<file path="src/telemetry_frame_builder_crc16_macros.svh">
// assertion macros shared by the telemetry frame builder rtl
// expects i_clk and i_rst_n in the scope of each use
`ifndef TELEMETRY_FRAME_BUILDER_CRC16_MACROS_SVH
`define TELEMETRY_FRAME_BUILDER_CRC16_MACROS_SVH

// consequent checked in the same cycle as the antecedent
`define TFB_ASSERT_SAME(lbl, ante, cons, msg) \
    lbl: assert property (@(posedge i_clk) disable iff (!i_rst_n) (ante) |-> (cons)) \
        else $error(msg);

// consequent checked in the cycle after the antecedent
`define TFB_ASSERT_NEXT(lbl, ante, cons, msg) \
    lbl: assert property (@(posedge i_clk) disable iff (!i_rst_n) (ante) |=> (cons)) \
        else $error(msg);

`endif

</file>
<file path="src/tfb_pkg.sv">
// types, constants and helper functions for the telemetry frame builder
// no dependencies
`default_nettype none

package tfb_pkg;

    localparam int FRAME_LEN = 18;
    localparam int CRC_SPAN  = 16;

    typedef logic [4:0] t_byte_idx;
    typedef logic [7:0] t_byte;

    localparam t_byte_idx LAST_IDX = 5'd17;
    localparam t_byte_idx CRC_HI_IDX = 5'd16;

    localparam logic [15:0] CRC_INIT = 16'hFFFF;
    localparam logic [15:0] CRC_POLY = 16'h1021;

    localparam logic [15:0] DEVICE_ID_RESET = 16'd101;
    localparam logic [15:0] SEQ_RESET       = 16'd1;

    localparam logic [6:0] K_PRIMARY   = 7'd10;
    localparam logic [6:0] K_SECONDARY = 7'd100;

    // one accepted record together with the header words sampled with it
    typedef struct packed {
        logic [15:0]        device_id;
        logic [15:0]        seq_count;
        logic signed [23:0] primary_fx;
        logic signed [23:0] secondary_fx;
        logic signed [23:0] tertiary_fx;
        logic signed [23:0] temperature_fx;
        logic [31:0]        epoch_seconds;
        logic [6:0]         battery_percent;
        logic               critical_flag;
    } t_record;

    // frame bytes 0..15 indexed by wire position
    typedef logic [CRC_SPAN-1:0][7:0] t_frame;

    // round(v * k / 256) half away from zero, saturated to int16
    function automatic logic [15:0] scale_sat16(input logic signed [23:0] v,
                                                input logic [6:0] k);
        logic        neg;
        logic [23:0] mag;
        logic [30:0] prod;
        logic [30:0] sum;
        logic [22:0] r;
        logic [15:0] res;
        neg  = v[23];
        mag  = neg ? 24'(-v) : 24'(v);
        prod = 31'(mag) * 31'(k);
        sum  = prod + 31'd128;
        r    = sum[30:8];
        if (neg) begin
            if (r >= 23'd32768) begin
                res = 16'h8000;
            end else begin
                res = 16'(~r[15:0] + 16'd1);
            end
        end else begin
            if (r > 23'd32767) begin
                res = 16'h7FFF;
            end else begin
                res = r[15:0];
            end
        end
        return res;
    endfunction

    // round(v / 256) half away from zero, saturated to int8
    function automatic logic [7:0] round_sat8(input logic signed [23:0] v);
        logic        neg;
        logic [23:0] mag;
        logic [24:0] sum;
        logic [16:0] r;
        logic [7:0]  res;
        neg = v[23];
        mag = neg ? 24'(-v) : 24'(v);
        sum = 25'(mag) + 25'd128;
        r   = sum[24:8];
        if (neg) begin
            if (r >= 17'd128) begin
                res = 8'h80;
            end else begin
                res = 8'(~r[7:0] + 8'd1);
            end
        end else begin
            if (r > 17'd127) begin
                res = 8'h7F;
            end else begin
                res = r[7:0];
            end
        end
        return res;
    endfunction

    // crc-16-ccitt update by one byte, msb first
    function automatic logic [15:0] crc_byte(input logic [15:0] crc_in,
                                             input logic [7:0] data);
        logic [15:0] c;
        c = crc_in ^ {data, 8'h00};
        for (int b = 0; b < 8; b++) begin
            if (c[15]) begin
                c = {c[14:0], 1'b0} ^ CRC_POLY;
            end else begin
                c = {c[14:0], 1'b0};
            end
        end
        return c;
    endfunction

endpackage

`default_nettype wire

</file>
<file path="src/tfb_frame_calc.sv">
// builds frame bytes 0..15 from one registered record
// depends on tfb_pkg
`default_nettype none

module tfb_frame_calc (
    input  wire tfb_pkg::t_record i_rec,
    output tfb_pkg::t_frame       o_frame
);

    logic [15:0] primary_q;
    logic [15:0] secondary_q;
    logic [15:0] tertiary_q;
    logic [7:0]  temp_q;

    always_comb begin
        primary_q   = tfb_pkg::scale_sat16(i_rec.primary_fx, tfb_pkg::K_PRIMARY);
        secondary_q = tfb_pkg::scale_sat16(i_rec.secondary_fx, tfb_pkg::K_SECONDARY);
        tertiary_q  = tfb_pkg::scale_sat16(i_rec.tertiary_fx, tfb_pkg::K_SECONDARY);
        temp_q      = tfb_pkg::round_sat8(i_rec.temperature_fx);

        o_frame[0]  = i_rec.device_id[15:8];
        o_frame[1]  = i_rec.device_id[7:0];
        o_frame[2]  = i_rec.seq_count[15:8];
        o_frame[3]  = i_rec.seq_count[7:0];
        o_frame[4]  = i_rec.epoch_seconds[31:24];
        o_frame[5]  = i_rec.epoch_seconds[23:16];
        o_frame[6]  = i_rec.epoch_seconds[15:8];
        o_frame[7]  = i_rec.epoch_seconds[7:0];
        o_frame[8]  = primary_q[15:8];
        o_frame[9]  = primary_q[7:0];
        o_frame[10] = secondary_q[15:8];
        o_frame[11] = secondary_q[7:0];
        o_frame[12] = tertiary_q[15:8];
        o_frame[13] = tertiary_q[7:0];
        o_frame[14] = {i_rec.critical_flag, i_rec.battery_percent};
        o_frame[15] = temp_q;
    end

endmodule

`default_nettype wire

</file>
<file path="src/telemetry_frame_builder_crc16.sv">
// telemetry frame builder: sensor record in, 18-byte crc-16 framed packet out
// depends on tfb_pkg, tfb_frame_calc and telemetry_frame_builder_crc16_macros.svh
// path: a record passes the input, frame, serialiser and output registers before byte 0 leaves
// throughput: one frame byte per cycle while i_out_stall is low, set by the byte serialiser
// reset (synchronous, active low): valids clear, sequence to 1, device id to 101
`default_nettype none

`include "telemetry_frame_builder_crc16_macros.svh"

module telemetry_frame_builder_crc16 (
    input  wire               i_clk,
    input  wire               i_rst_n,

    // configuration write channel (device id)
    input  wire               i_cfg_valid,
    output logic              o_cfg_ready,
    input  wire  [15:0]       i_cfg_data,

    // record input channel
    input  wire               i_in_valid,
    output logic              o_in_stall,
    input  wire signed [23:0] i_primary_fx,
    input  wire signed [23:0] i_secondary_fx,
    input  wire signed [23:0] i_tertiary_fx,
    input  wire signed [23:0] i_temperature_fx,
    input  wire  [31:0]       i_epoch_seconds,
    input  wire  [6:0]        i_battery_percent,
    input  wire               i_critical_flag,

    // frame byte output channel
    output logic              o_out_valid,
    input  wire               i_out_stall,
    output logic [7:0]        o_frame_byte,
    output logic [4:0]        o_byte_index,
    output logic              o_last_byte
);

    // configuration and sequence state
    logic [15:0] r_device_id;
    logic [15:0] r_seq;

    // stage 1: registered record plus header words
    logic             r_in_vld;
    tfb_pkg::t_record r_in;

    // stage 2: computed frame bytes 0..15
    logic            r_frm_vld;
    tfb_pkg::t_frame r_frm;
    tfb_pkg::t_frame frm_calc;

    // stage 3: serialiser, running crc updated as bytes leave
    logic               r_ser_vld;
    tfb_pkg::t_frame    r_buf;
    tfb_pkg::t_byte_idx r_idx;
    logic [15:0]        r_crc;

    // output register
    logic               r_out_vld;
    logic [7:0]         r_out_byte;
    tfb_pkg::t_byte_idx r_out_idx;
    logic               r_out_last;

    // handshake and flow control
    logic        in_take;
    logic        ser_last;
    logic        out_load;
    logic        ser_free;
    logic        frm_move;
    logic        in_move;
    logic [7:0]  ser_byte;

    // checking aids: a non-final byte beat, and the output sitting on byte 17
    logic        out_mid;
    logic        out_at_end;

    // config port never back-pressures; writes must only arrive while idle, which the block does not enforce
    assign o_cfg_ready = 1'b1;

    assign in_take  = i_in_valid && !o_in_stall;
    assign ser_last = (r_idx == tfb_pkg::LAST_IDX);
    // output register reloads when empty or when its beat is taken
    assign out_load = r_ser_vld && (!r_out_vld || !i_out_stall);
    // serialiser accepts a new frame when empty or while sending its final byte
    assign ser_free = !r_ser_vld || (out_load && ser_last);
    assign frm_move = r_frm_vld && ser_free;
    assign in_move  = r_in_vld && (!r_frm_vld || frm_move);
    // the input register stays open while it can hand its record forward
    assign o_in_stall = r_in_vld && !in_move;

    assign out_mid    = o_out_valid && !i_out_stall && !o_last_byte;
    assign out_at_end = (o_byte_index == tfb_pkg::LAST_IDX);

    tfb_frame_calc u_frame_calc (
        .i_rec   (r_in),
        .o_frame (frm_calc)
    );

    // byte picked for the wire: payload bytes, then crc high and low
    always_comb begin
        if (r_idx < tfb_pkg::CRC_HI_IDX) begin
            ser_byte = r_buf[r_idx[3:0]];
        end else if (r_idx == tfb_pkg::CRC_HI_IDX) begin
            ser_byte = r_crc[15:8];
        end else begin
            ser_byte = r_crc[7:0];
        end
    end

    // configuration register
    always_ff @(posedge i_clk) begin
        if (!i_rst_n) begin
            r_device_id <= tfb_pkg::DEVICE_ID_RESET;
        end else if (i_cfg_valid && o_cfg_ready) begin
            r_device_id <= i_cfg_data;
        end
    end

    // sequence counter, sampled and advanced on each record beat
    always_ff @(posedge i_clk) begin
        if (!i_rst_n) begin
            r_seq <= tfb_pkg::SEQ_RESET;
        end else if (in_take) begin
            r_seq <= r_seq + 16'd1;
        end
    end

    // stage 1
    always_ff @(posedge i_clk) begin
        if (!i_rst_n) begin
            r_in_vld <= 1'b0;
        end else if (in_take) begin
            r_in_vld <= 1'b1;
        end else if (in_move) begin
            r_in_vld <= 1'b0;
        end
    end

    always_ff @(posedge i_clk) begin
        if (in_take) begin
            r_in.device_id       <= r_device_id;
            r_in.seq_count       <= r_seq;
            r_in.primary_fx      <= i_primary_fx;
            r_in.secondary_fx    <= i_secondary_fx;
            r_in.tertiary_fx     <= i_tertiary_fx;
            r_in.temperature_fx  <= i_temperature_fx;
            r_in.epoch_seconds   <= i_epoch_seconds;
            r_in.battery_percent <= i_battery_percent;
            r_in.critical_flag   <= i_critical_flag;
        end
    end

    // stage 2
    always_ff @(posedge i_clk) begin
        if (!i_rst_n) begin
            r_frm_vld <= 1'b0;
        end else if (in_move) begin
            r_frm_vld <= 1'b1;
        end else if (frm_move) begin
            r_frm_vld <= 1'b0;
        end
    end

    always_ff @(posedge i_clk) begin
        if (in_move) begin
            r_frm <= frm_calc;
        end
    end

    // stage 3: serialiser
    always_ff @(posedge i_clk) begin
        if (!i_rst_n) begin
            r_ser_vld <= 1'b0;
            r_idx     <= '0;
        end else if (frm_move) begin
            r_ser_vld <= 1'b1;
            r_idx     <= '0;
        end else if (out_load) begin
            if (ser_last) begin
                r_ser_vld <= 1'b0;
            end
            r_idx <= r_idx + 5'd1;
        end
    end

    always_ff @(posedge i_clk) begin
        if (frm_move) begin
            r_buf <= r_frm;
            r_crc <= tfb_pkg::CRC_INIT;
        end else if (out_load && (r_idx < tfb_pkg::CRC_HI_IDX)) begin
            r_crc <= tfb_pkg::crc_byte(r_crc, ser_byte);
        end
    end

    // output register
    always_ff @(posedge i_clk) begin
        if (!i_rst_n) begin
            r_out_vld <= 1'b0;
        end else if (out_load) begin
            r_out_vld <= 1'b1;
        end else if (!i_out_stall) begin
            r_out_vld <= 1'b0;
        end
    end

    always_ff @(posedge i_clk) begin
        if (out_load) begin
            r_out_byte <= ser_byte;
            r_out_idx  <= r_idx;
            r_out_last <= ser_last;
        end
    end

    assign o_out_valid  = r_out_vld;
    assign o_frame_byte = r_out_byte;
    assign o_byte_index = r_out_idx;
    assign o_last_byte  = r_out_last;

    // a frame leaves without gaps once started, in index order
    `TFB_ASSERT_NEXT(a_frame_gapless, out_mid, o_out_valid, "gap inside a frame")
    `TFB_ASSERT_NEXT(a_idx_step, out_mid, o_byte_index == $past(o_byte_index) + 5'd1, "index skip")
    // last flag marks exactly the crc low byte
    `TFB_ASSERT_SAME(a_last_flag, o_out_valid, o_last_byte == out_at_end, "last flag wrong")
    // serialiser index stays within the frame
    `TFB_ASSERT_SAME(a_idx_range, r_ser_vld, r_idx <= tfb_pkg::LAST_IDX, "index beyond frame")
    // every record beat advances the sequence counter by one
    `TFB_ASSERT_NEXT(a_seq_step, in_take, r_seq == $past(r_seq) + 16'd1, "sequence not advanced")

endmodule

`default_nettype wire
</file>
<file path="config.mk">
export PLATFORM = sky130hd
export DESIGN_NAME = telemetry_frame_builder_crc16
export DESIGN_NICKNAME = d
export VERILOG_FILES = /design/src/tfb_pkg.sv /design/src/tfb_frame_calc.sv /design/src/telemetry_frame_builder_crc16.sv
export VERILOG_INCLUDE_DIRS = /design/src /design/src/src
export SDC_FILE = /design/constraint.sdc
export NUM_CORES = 1
export LEC_CHECK = 0
export ABC_AREA = 1
export BUFFER_PORTS_ARGS = -buffer_cell sky130_fd_sc_hd__buf_2
export CORE_MARGIN = 8
export CORE_UTILIZATION = 44
export DETAILED_ROUTE_END_ITERATION = 6
export REMOVE_ABC_BUFFERS = 1
export SLEW_MARGIN = 10
export SYNTH_ARGS = -nofsm -noshare
export SYNTH_HDL_FRONTEND = slang
export SYNTH_SLANG_ARGS = --single-unit
export TNS_END_PERCENT = 50
</file>
<file path="constraint.sdc">
create_clock -name i_clk -period 8.6 [get_ports i_clk]
set_clock_uncertainty 0.05 [all_clocks]
set_input_delay 0 -clock i_clk [delete_from_list [all_inputs] [get_ports i_clk]]
set_output_delay 0 -clock i_clk [all_outputs]
set_load 0.05 [all_outputs]
</file>
* After elaboration in Yosys (flattened, before gate mapping) *
Index checks and enable logic that the tools add are counted.

word-level totals
  bits of input ports = 157
  output and inout bits = 17
  register bits after elaboration = 495

cells by class
  muxes and demuxes = 51
  bitwise logic cells = 14
  eq/ne operators = 3
  order comparisons = 10
  $mul = 3
  reductions and logical operators = 22
  $add $sub $neg = 14

operators with widths
  kind                                                                  count
  2-to-1 mux 16 bit                                                     23
  2-to-1 mux 13 bit                                                     8
  2-to-1 mux 24 bit                                                     4
  negator 24 bit                                                        4
  greater-or-equal comparator 23 x 16 -> 1 bit (second input constant)  3
  greater-than comparator 23 x 15 -> 1 bit (second input constant)      3
  adder 16 x 1 -> 16 bit (second input constant)                        4
  adder 31 x 8 -> 31 bit (second input constant)                        2
  multiplier 24 x 5 -> 29 bit (second input constant)                   2
  2-to-1 mux 8 bit                                                      6
  inverter 16 bit                                                       3
  binary-select mux 8 bit (select 4 bit)                                1
  adder 28 x 8 -> 29 bit (second input constant)                        1
  multiplier 24 x 3 -> 27 bit (second input constant)                   1
  adder 24 x 8 -> 25 bit (second input constant)                        1
  inverter 3 bit                                                        8
  greater-or-equal comparator 17 x 8 -> 1 bit (second input constant)   1
  greater-than comparator 17 x 7 -> 1 bit (second input constant)       1
  bitwise XOR 16 bit                                                    1
  equality test 5 bit (second input constant)                           2
  2-to-1 mux 1 bit                                                      9
  adder 8 x 1 -> 8 bit (second input constant)                          1
  inverter 8 bit                                                        1
  nonzero test 2 bit                                                    4
  10 further kinds                                                      23

* Depth between registers and ports, before layout *
  depth after elaboration = 34
  depth in mapped cells = 39
  mapped depth without buffers = 39

* Hierarchy *
Synthesis repeated with hierarchy kept, for this count alone.

second synthesis, totals
  cells, all modules = 3904
  area total of the unflattened synthesis = 32496.2 um2

modules (own cells, without submodules)
  module                         cells an instance  instances  area an instance (um2)
  telemetry_frame_builder_crc16  1224               1          17605.6
  tfb_frame_calc                 2680               1          14890.5

* Worst setup path before layout *
No wires, ideal clock.

  path kind = register to register
  from = register r_in[91] (netlist name)
  to = register r_frm[80] (netlist name) (data pin)
  buffers on the path = 1
  data arrival time = 5.472 ns
  setup slack = 2.818 ns
  clock period less this slack = 5.782 ns
  cell stages (with the launch flop) = 36
  library setup time = 0.260 ns
  path through = edfxtp_1 nor3_1 nand3_1 nor3_1 nor3b_1 nand3_1 nor3_1 nor3b_1 nor2_1 xor2_1 ha_1 ha_1 inv_1 fa_1 inv_1 ha_1 a21oi_1 a21boi_0 nand2_1 a21oi_1 nand2_1 nand2_1 nand2_1 nor2_1 nand2_1 nor2_1 nand3_1 nand2_1 nand2_1 inv_1 nand2_1 nor2_1 nand3_1 nand2_1 buf_4 nand3_1

RTL lines
  what                    line                                  source
  start: declaration      telemetry_frame_builder_crc16.sv:44   tfb_pkg::t_record r_in;
  end signal: assignment  telemetry_frame_builder_crc16.sv:165  r_frm <= frm_calc;
  end: declaration        telemetry_frame_builder_crc16.sv:48   tfb_pkg::t_frame r_frm;

==> impl_metrics.csv <==
group,metric,value,unit
sta,finalCritPeriodShare,80.91,%
cells_and_area,drive_above_1_share,9.614,%
power,powerDensity,280.2,mW/mm^2
sta,fin_ws,1.642,ns
sta,tightest_slew,1.157,ns
synthesis,ys_ff_latch,495,
grt,grt_max_degree,88,
sta,fmax,143.7,MHz
grt,grt_pass1_vias,24570,
critical_path,path_class,"flip-flop to flip-flop",
grt,overflow,0,
cells_and_area,area_growth,18.12,%
cts,holdBufCountCts,198,
cells_and_area,regArea,0.01430,mm^2
critical_path,worstSetupStartpointType,"flip-flop",
synthesis,syn-cell-area,0.03136,mm^2
cts,cts_root_buf,"clkbuf_16",
drt,routedWlPerCell,15.03,um
synthesis,netlist_instances,3644,
cts,postCtsSetupBuffers,0,
synthesis,ys_warn_count,0,
drt,ant_nets,0,
power,vdd_drop_max,189.2,uV
cts,cts_tree,"done",
critical_path,cp-end-kind,"flip-flop",
sta,hold_viol,0,
cts,clk_pin_slew_worst_paths,0.06,ns
critical_path,worstPathArrival,7.23,ns
sta,grt_setup_unrepaired,"no",
cts,clock_path_buffers,3,
grt,grt_pass1_wl,123.6,mm
critical_path,cpLargestDelayFamily,"simple AND/OR/NAND/NOR gates",
grt,grt.total_usage,18.39,%
run_status,outcome,"finished clean",
cells_and_area,fillers,6567,
sta,slew_violations,0,
drt,viasPerCell,5.014,
synthesis,async_reset_ff_share,0,%
drt,first_pass_iters,5,
synthesis,ys_seq_area_share,45.59,%
floorplan,row_count,98,
drt,routed-via-count,25170,
drt,route.detailed.drc,0,
sta,min_period,6.958,ns
synthesis,ys.flop_type,"edfxtp_1",
place,dp_hpwl,55.49,mm
critical_path,cp.required,8.87,ns
cts,cts_made_buffers,52,
drt,dr.first_iter.drc_count,1467,
cells_and_area,multiInputGateArea,0.01516,mm^2
cts,cts_sinks,495,
place,numPortBuffers,172,
floorplan,die_y,283.0,um
sta,finalSetupViolCount,0,
sta,hold-worst-slack,0.04491,ns
floorplan,core-area,0.07100,mm^2
place,gp_congestion,0.8910,
sta,finalSetupTns,0,ns
drt,routed_wl,75.47,mm
power,power_leakage,0.01635,uW
cts,ctsResizeCount,0,
floorplan,dieWidth,283.0,um
min_path,hold_class,"input pin to flip-flop",
floorplan,start_util,44.16,%
cts,h-tree-depth,2,
synthesis,ys_types,59,
floorplan,boundaryPins,174,
grt,antenna_found_initial,9,
sta,slew_headroom,22.59,%
cells_and_area,final_nets,4428,
place,pre_cts_ws,1.705,ns
cts,worstSkewPairLatency,0.63,ns
floorplan,die_area,0.08006,mm^2
critical_path,slowest_stage,"edfxtp_1",
synthesis,syn_avg_cell_area,8.605,um^2
critical_path,cpPeakStageDelay,0.51,ns
synthesis,synth_edf_count,438,
flow_run,maxCapViolCount,0,
critical_path,crit_top_cell,"nand2_1",
critical_path,worstPathMaxFanout,11,
critical_path,path_buf_inv,4,
## state kept, by name, summed over array words and instances, names as in the netlist
signal	count
r_idx	5
o_frame_byte	8
r_in	168
r_crc	16
r_ser_vld	1
r_frm_vld	1
o_out_valid	1
r_frm	128
r_in_vld	1
r_seq	16
o_byte_index	5
r_device_id	16
o_last_byte	1
r_buf	128
## layout make-up
type                    instances  area share (%)
well taps                     950           3.209
clock buffers                  64           3.689
multi-input cells            2653           40.95
clock inverters                32           1.122
inverters                     441           4.490
flip-flops and latches        495           38.60
diodes                          4         0.02703
repair buffers                382           7.919
## routing by layer
layer / vias up / part of all wire [%] / GRT usage, %
met3: 106 / 5.0 / 3.402
li1: 13030 / - / -
met1: 11540 / 47 / 24.50
met4: 10 / 2.3 / 4.916
met5: - / 0.082 / 0
met2: 492 / 46 / 30.62
## Yosys cell counts (all sizes together) (12+ instances only)
master  count  area, um^2
nand2     888        3416
edfxtp    438       13150
inv       438        1644
nor2      433        1760
nand3     294        1564
ha        228        2853
o21ai     190       954.7
xor2      136        1255
a21oi     124       624.4
nand4      68       425.4
dfxtp      57        1141
nor3       54       280.3
xnor2      47       437.9
clkbuf     42       157.7
o22ai      32       200.2
a21o       27       202.7
nand3b     23       185.2
fa         18       360.4
or2        18       112.6
o21bai     14       105.1
buf        13       91.33
nor3b      12       90.09
## cell usage in the layout, fill, tap and decap left out, drive strengths merged, types with 68 or more instances in the layout
master and count:
a21oi 124, buf 184, dlygate4sd3 198, edfxtp 438, ha 228, inv 439, nand2 888, nand3 294
nand4 68, nor2 433, o21ai 190, xor2 136
## power by group
part	internal, uW	switching, uW
clock	1350	965
sequential	2820	78.4
combinational	1670	3490
total	5840	4540
## kinds of logic after synthesis
family                   after synthesis  synth area share [%]
adder cells (fa/ha/maj)              246                 10.25
AO/OA/AOI/OAI                        417                 7.378
AND/OR/NAND/NOR                     1806                 25.30
flip-flops                           495                 45.59
XOR/XNOR                             183                 5.399
other                                  1               0.01196
buffers and inverters                496                 6.073
## stage by stage
stage,util [%],instance area [um^2],total power (uW),std cells
after CTS,52.15,37030,10450,5017
after detailed placement,46.85,33260,8009,4723
after global routing,52.16,37030,11310,5019
after global placement,46.85,33260,7998,4723
after floorplan,-,31110,6893,3589
final,52.17,37040,10380,5021
## path summary, 6_finish.rpt
check	start	to	slack [ns]	depth (start not counted)
setup / recovery	r_in[91]$_DFFE_PP_	r_frm[90]$_DFFE_PP_	1.64	36
hold / removal	i_temperature_fx[15]	r_in[55]$_DFFE_PP_	0.04	2
setup reg to reg	r_in[91]$_DFFE_PP_	r_frm[90]$_DFFE_PP_	1.64	36
hold reg to reg	r_frm[94]$_DFFE_PP_	r_buf[94]$_DFFE_PP_	0.34	0
Note: power is estimated with default switching activity, not from simulation.
